`config.mk`:
```
export PLATFORM = sky130hd
export DESIGN_NAME = sacl_way_match
export DESIGN_NICKNAME = d
export VERILOG_FILES = /design/src/rtl/sacl_pkg.sv /design/src/rtl/sacl_way_match.sv
export SDC_FILE = /design/constraint.sdc
export NUM_CORES = 1
export LEC_CHECK = 0
export ABC_AREA = 1
export BUFFER_PORTS_ARGS = -buffer_cell sky130_fd_sc_hd__buf_2
export CAP_MARGIN = 20
export CORE_AREA = 4 4 213 215
export DETAILED_ROUTE_END_ITERATION = 8
export DIE_AREA = 0 0 217 219
export PLACE_DENSITY_LB_ADDON = 0.05
export SLEW_MARGIN = 40
export SYNTH_ARGS = -nofsm -noshare
export SYNTH_HDL_FRONTEND = slang
export SYNTH_SLANG_ARGS = --single-unit
```
`constraint.sdc`:
```
create_clock -name vclk -period 7.56
set_input_delay 0.756 -clock vclk [all_inputs]
set_output_delay 0.756 -clock vclk [all_outputs]
set_load 0.005 [all_outputs]
```
`src/rtl/sacl_pkg.sv`:
```
`timescale 1ns / 1ps
// ---------------------------------------------------------------------------
// sacl_pkg
// shared types, constants and helpers for the lru cache simulator
// ---------------------------------------------------------------------------
package sacl_pkg;

    localparam int MAX_SET_BITS = 6;
    localparam int MAX_WAYS     = 8;
    localparam int TAG_WIDTH    = 32;

    localparam int SET_COUNT = 1 << MAX_SET_BITS;
    localparam int SET_W     = MAX_SET_BITS;
    localparam int WAY_W     = (MAX_WAYS > 1) ? $clog2(MAX_WAYS) : 1;
    localparam int WAY_CNT_W = $clog2(MAX_WAYS + 1);
    localparam int SEL_W     = $clog2(MAX_SET_BITS + 1);
    localparam int SHIFT_W   = $clog2(31 + MAX_SET_BITS + 1);
    localparam int STAMP_W   = 32;
    localparam int CNT_W     = 32;
    localparam int CFG_W     = 5;

    typedef enum logic [1:0] {
        CFG_SET_BITS   = 2'd0,
        CFG_BLOCK_BITS = 2'd1,
        CFG_WAYS       = 2'd2
    } cfg_idx_t;

    typedef enum logic [1:0] {
        MODE_LOAD   = 2'd0,
        MODE_STORE  = 2'd1,
        MODE_MODIFY = 2'd2,
        MODE_OTHER  = 2'd3
    } mode_t;

    typedef enum logic [1:0] {
        OUT_HIT   = 2'd0,
        OUT_MISS  = 2'd1,
        OUT_EVICT = 2'd2,
        OUT_NONE  = 2'd3
    } outcome_t;

    typedef enum logic {
        ST_IDLE,
        ST_LOOKUP
    } state_t;

    typedef struct packed {
        mode_t        mode;
        logic [63:0]  address;
    } cache_req_t;

    typedef struct packed {
        outcome_t     outcome;
        logic         extra_hit;
        logic [5:0]   set_index;
        logic [2:0]   way_used;
        logic [31:0]  hit_total;
        logic [31:0]  miss_total;
        logic [31:0]  eviction_total;
    } cache_rsp_t;

    // stamp of zero marks an empty line
    typedef struct packed {
        logic [TAG_WIDTH-1:0] tag;
        logic [STAMP_W-1:0]   stamp;
    } line_t;

    typedef line_t [MAX_WAYS-1:0] row_t;

    typedef struct packed {
        logic             hit;
        logic [WAY_W-1:0] way;
        logic             evict;
    } lookup_t;

    function automatic logic [CNT_W-1:0] sat_inc(input logic [CNT_W-1:0] v);
        logic [CNT_W-1:0] r;
        r = (v == '1) ? v : v + 1'b1;
        return r;
    endfunction

endpackage

```
`src/rtl/sacl_way_match.sv`:
```
`timescale 1ns / 1ps
// ---------------------------------------------------------------------------
// sacl_way_match
// parallel tag compare and oldest-stamp victim tree over one set
// ---------------------------------------------------------------------------
module sacl_way_match
    import sacl_pkg::*;
(
    input  row_t                 row,
    input  logic [TAG_WIDTH-1:0] tag,
    input  logic [WAY_CNT_W-1:0] ways,
    output lookup_t              result
);

    localparam int LEVELS = $clog2(MAX_WAYS);
    localparam int PAD    = 1 << LEVELS;

    logic [STAMP_W:0] key [LEVELS+1][PAD];
    logic [WAY_W-1:0] idx [LEVELS+1][PAD];
    logic             hit;
    logic [WAY_W-1:0] hit_way;

    // lowest matching way wins
    always_comb
    begin
        hit     = 1'b0;
        hit_way = '0;
        for (int i = MAX_WAYS - 1; i >= 0; i--)
        begin
            if ((WAY_CNT_W'(i) < ways) && (row[i].stamp != '0) && (row[i].tag == tag))
            begin
                hit     = 1'b1;
                hit_way = WAY_W'(i);
            end
        end
    end

    // unused ways get the top key bit so they never win; ties keep lower way
    always_comb
    begin
        for (int n = 0; n < PAD; n++)
        begin
            idx[0][n] = WAY_W'(n);
            if ((n < MAX_WAYS) && (WAY_CNT_W'(n) < ways))
            begin
                key[0][n] = {1'b0, row[n].stamp};
            end
            else
            begin
                key[0][n] = {1'b1, {STAMP_W{1'b0}}};
            end
        end
        for (int lvl = 0; lvl < LEVELS; lvl++)
        begin
            for (int n = 0; n < PAD; n++)
            begin
                key[lvl+1][n] = '0;
                idx[lvl+1][n] = '0;
            end
            for (int n = 0; n < PAD / 2; n++)
            begin
                if (key[lvl][2*n+1] < key[lvl][2*n])
                begin
                    key[lvl+1][n] = key[lvl][2*n+1];
                    idx[lvl+1][n] = idx[lvl][2*n+1];
                end
                else
                begin
                    key[lvl+1][n] = key[lvl][2*n];
                    idx[lvl+1][n] = idx[lvl][2*n];
                end
            end
        end
    end

    assign result.hit   = hit;
    assign result.way   = hit ? hit_way : idx[LEVELS][0];
    assign result.evict = !hit && (key[LEVELS][0][STAMP_W-1:0] != '0);

endmodule

```
# Yosys cells after proc, flatten, opt, wreduce, memory -nomap -nowiden
# Index checks and enable logic that the tools add are counted.
# totals
reg_bits	0
input_bits	548
out_inout_bits	5
word_cells	89
# classes
n_lt_le_gt_ge	15
eq_ne	8
mux	39
reduce_logical	27
# op_table
operator	count
two-way mux 33 bit	14
nonzero test 32 bit	9
equality test 32 bit	8
< comparator 33 bit	7
two-way mux 3 bit	12
two-way mux 32 bit	1
logical AND 1 bit	17
< comparator 3 x 4 -> 1 bit (first input constant)	4
two-way mux 1 bit	12
< comparator 1 x 4 -> 1 bit (first input constant)	2
< comparator 2 x 4 -> 1 bit (first input constant)	2
logical NOT 1 bit	1

# Depth between registers and ports, before layout
# depth
depth_word	13
ltp_mapped	55
mapped_depth_nobuf	52

# Worst setup path before layout
# No wires, ideal clock.
# synth_timing
path_type	input-to-output
start	input port ways[3]
end	output port result[0] (netlist name)
arrival_time_ps	7089
required_time_ps	6804
path_slack_ps	-285
cell_stages	46
path_buffers	8
path_cell_list	buf_4 inv_1 o21ai_2 clkbuf_1 clkbuf_1 buf_1 buf_1 nand2_1 ha_1 nand2_1 or2_2 a21oi_1 a2111oi_0 nand2_1 nand2_1 nand3_2 clkbuf_1 clkbuf_1 [... 10 more ...] a31oi_1 nand2_2 inv_2 buf_2 o21ai_0 ha_1 nand2_1 inv_1 nand3_1 nor3_1 nand2_1 nor4_1 nand2_1 nand2_1 clkinv_1 nand2_1 nand2_1 nor2_1
# synth_lines
element	line	rtl
start: declaration	sacl_way_match.sv:11	input logic [WAY_CNT_W-1:0] ways,
end: declaration	sacl_way_match.sv:12	output lookup_t result

==> impl_results.md <==
- Post-DP HPWL: 75.57 mm
- Final Hold Viols: 0
- PnR worst setup slack: -0.1575 ns
- Final setup violation count: 4
- Largest net degree at the start of global routing: 36
- Initial DRC count: 2046
- Shortest period the worst path allows: 7.718 ns
- HP Class: input port to output port
- Seq Cell Count: 0
- CP Launch Type: input port
- Buffers on Ports: 553
- Avg Cell Area, Syn: 5.492 um2
- Fin cells: 4111
- Grt ovf: 0
- Dpl ws: -0.5636 ns
- Crit end category: output port
- Core Box Area: 43740 um2
- Worst vdd ir: 0.06119 mV
- Status: finished with violations
- RSZ-0062 raised after global routing: true
- CLK BUF: 0
- Period utilization: 1.021
- Post-synth top cells: nand2_1, inv_1, nor2_1, ha_1, xnor2_1
- Final Util: 0.5134
- Critical path's slowest cell: a2111oi_2
- Yosys warnings: 0
- Yosys top cell by area: ha_1
- IO Pins: 553
- Hold Path Stages: 8
- Setup Total Neg Slack: -0.4109 ns
- WS Path Type: input port to output port
- Fmax: 129.6 MHz
- Placed cell count: 4051
- Die area: 47520 um2
- Syn-to-layout area delta: 57.62%
- Fin nets: 4272
- Max_cap viols: 0
- Most used cell, CP: buf_12
- WL final: 88.84 mm
- Antenna violations before repair: 20
- Cts hold-fix bufs: 0
- Vias in the first global route: 20780
- Sequential area share after synthesis: 0
- Hold Path End: result[1]
- Rows: 77
- Fin. max-slew vios: 0
- Cell Area, Synth: 14250 um2
- Routed wire length per instance: 21.61 um
- Worst-Margin Slew: 0.7313 ns
- Top post-synthesis cells by area: ha_1, nand2_1, xnor2_1
- Die width: 217 um
- Synth top area share: 0.1923
- # DRC: 0
- Layout cell share with drive strength beyond 1: 0.3546
- Detail Route Antenna Nets: 0
- Critical path's largest stage delay: 0.35 ns
- Register area: 0 um2
- Yosys cell types: 55
- Slew headroom: 0.5080
- Leakage: 11.96 nW
- HP Start: row[57]
- Placer Congestion: 1.040
- Crit Path Max Fanout: 8
- Syn_nets: 3361
- Failing checks: negative setup slack
- Die H: 219 um
- Critical Path AT: 6.96 ns
- Mean number of vias per cell: 5.359
- First-pass GRT wire length: 125.3 mm
- Critical Path RT: 6.80 ns
- Total Routing Usage GR: 0.3415
- Final Power: 2.720 mW
- Drt pass-1 iters: 6
- Synthesized netlist cell count: 2594
- Starting Density: 0.3257
- PD cells: 121.1 nW/um2
- DR vias: 22030
- Count leader, synth: nand2_1
- Filler cells: 4699
per-stage QoR:
stage          hold WS, ns  cell area (um2)
3_5_place_dp         2.284            20650
5_1_grt              2.345            22450
4_1_cts              2.284            21260
6_report             2.277            22460
3_3_place_gp         2.290            20640
2_1_floorplan        1.853            14250
final cells by class:
cell class | instances | area [um2] | area share
well taps | 592 | 740.7 | 0.03299
inverters | 363 | 1395 | 0.06213
repair buffers | 1007 | 6753 | 0.3007
diodes | 16 | 40.04 | 0.001783
multi-input cells | 2133 | 13530 | 0.6024
where the power goes:
group	total (mW)	internal, mW	switching, mW
Clock	0.000000285	0.000000284	0
Sequential	0	0	0
Combinational	2.72	1.20	1.52
worst max path at each step:
stage,from,end,slack (ns),cells after the start
CTS,ways[3],result[1],-0.08,45
global placement,ways[3],result[2],-0.41,39
finish,ways[2],result[1],-0.16,44
detailed placement,ways[3],result[2],-0.56,39
floorplan,ways[3],result[0],0.06,46
global route,ways[2],result[1],-0.46,42
cell usage in the layout, fill, tap and decap left out, types with 10 or more instances in the layout:
| cell | netlist | routed |
|---|---|---|
| nor4_1 | 77 | 71 |
| nor2_1 | 261 | 251 |
| a21oi_1 | 90 | 75 |
| buf_4 | 5 | 404 |
| buf_2 | 7 | 551 |
| nand2_2 | 7 | 38 |
| o21ai_2 | 2 | 25 |
| a21oi_2 | 2 | 16 |
| nand2_1 | 681 | 642 |
| nand3b_1 | 10 | 10 |
| nand3_1 | 107 | 102 |
| nand4_1 | 140 | 140 |
| inv_1 | 355 | 345 |
| buf_6 | 2 | 13 |
| nor3_1 | 56 | 45 |
| a211oi_2 | 0 | 10 |
| or2_2 | 33 | 32 |
| o21ai_1 | 30 | 41 |
| o21ai_0 | 141 | 98 |
| xor2_1 | 22 | 22 |
| ha_1 | 219 | 191 |
| diode_2 | 0 | 16 |
| ha_4 | 0 | 27 |
| xnor2_1 | 168 | 168 |
| buf_12 | 0 | 24 |
worst max-delay path, delay by kind of cell:
family	cells	cell delay (ns)
AO/OA/AOI/OAI	13	2.15
AND/OR/NAND/NOR	14	1.78
adder cells (fa/ha/maj)	3	0.66
buffers and inverters	14	1.60
cells by family after synthesis:
kind of cell	count (synthesis)	synth area share
buf+inv	461	0.1245
fa+ha+maj	219	0.1923
compound gates	320	0.1252
xor+xnor	190	0.1168
simple gates	1404	0.4412
routing by layer:
metal,track usage,share of wire,vias up
met5,0,0,-
met4,0.09455,0.038,0
met3,0.04736,0.083,165
met2,0.5738,0.45,1103
met1,0.4583,0.43,10280
li1,-,-,10480
repair_timing:
item	in CTS	in global routing
pin swaps	30	56
buffers inserted	13	22
resized for setup	117	183
gates cloned	5	7
setup endpoints to repair	4	4
Power figures use the tool's default switching activity.
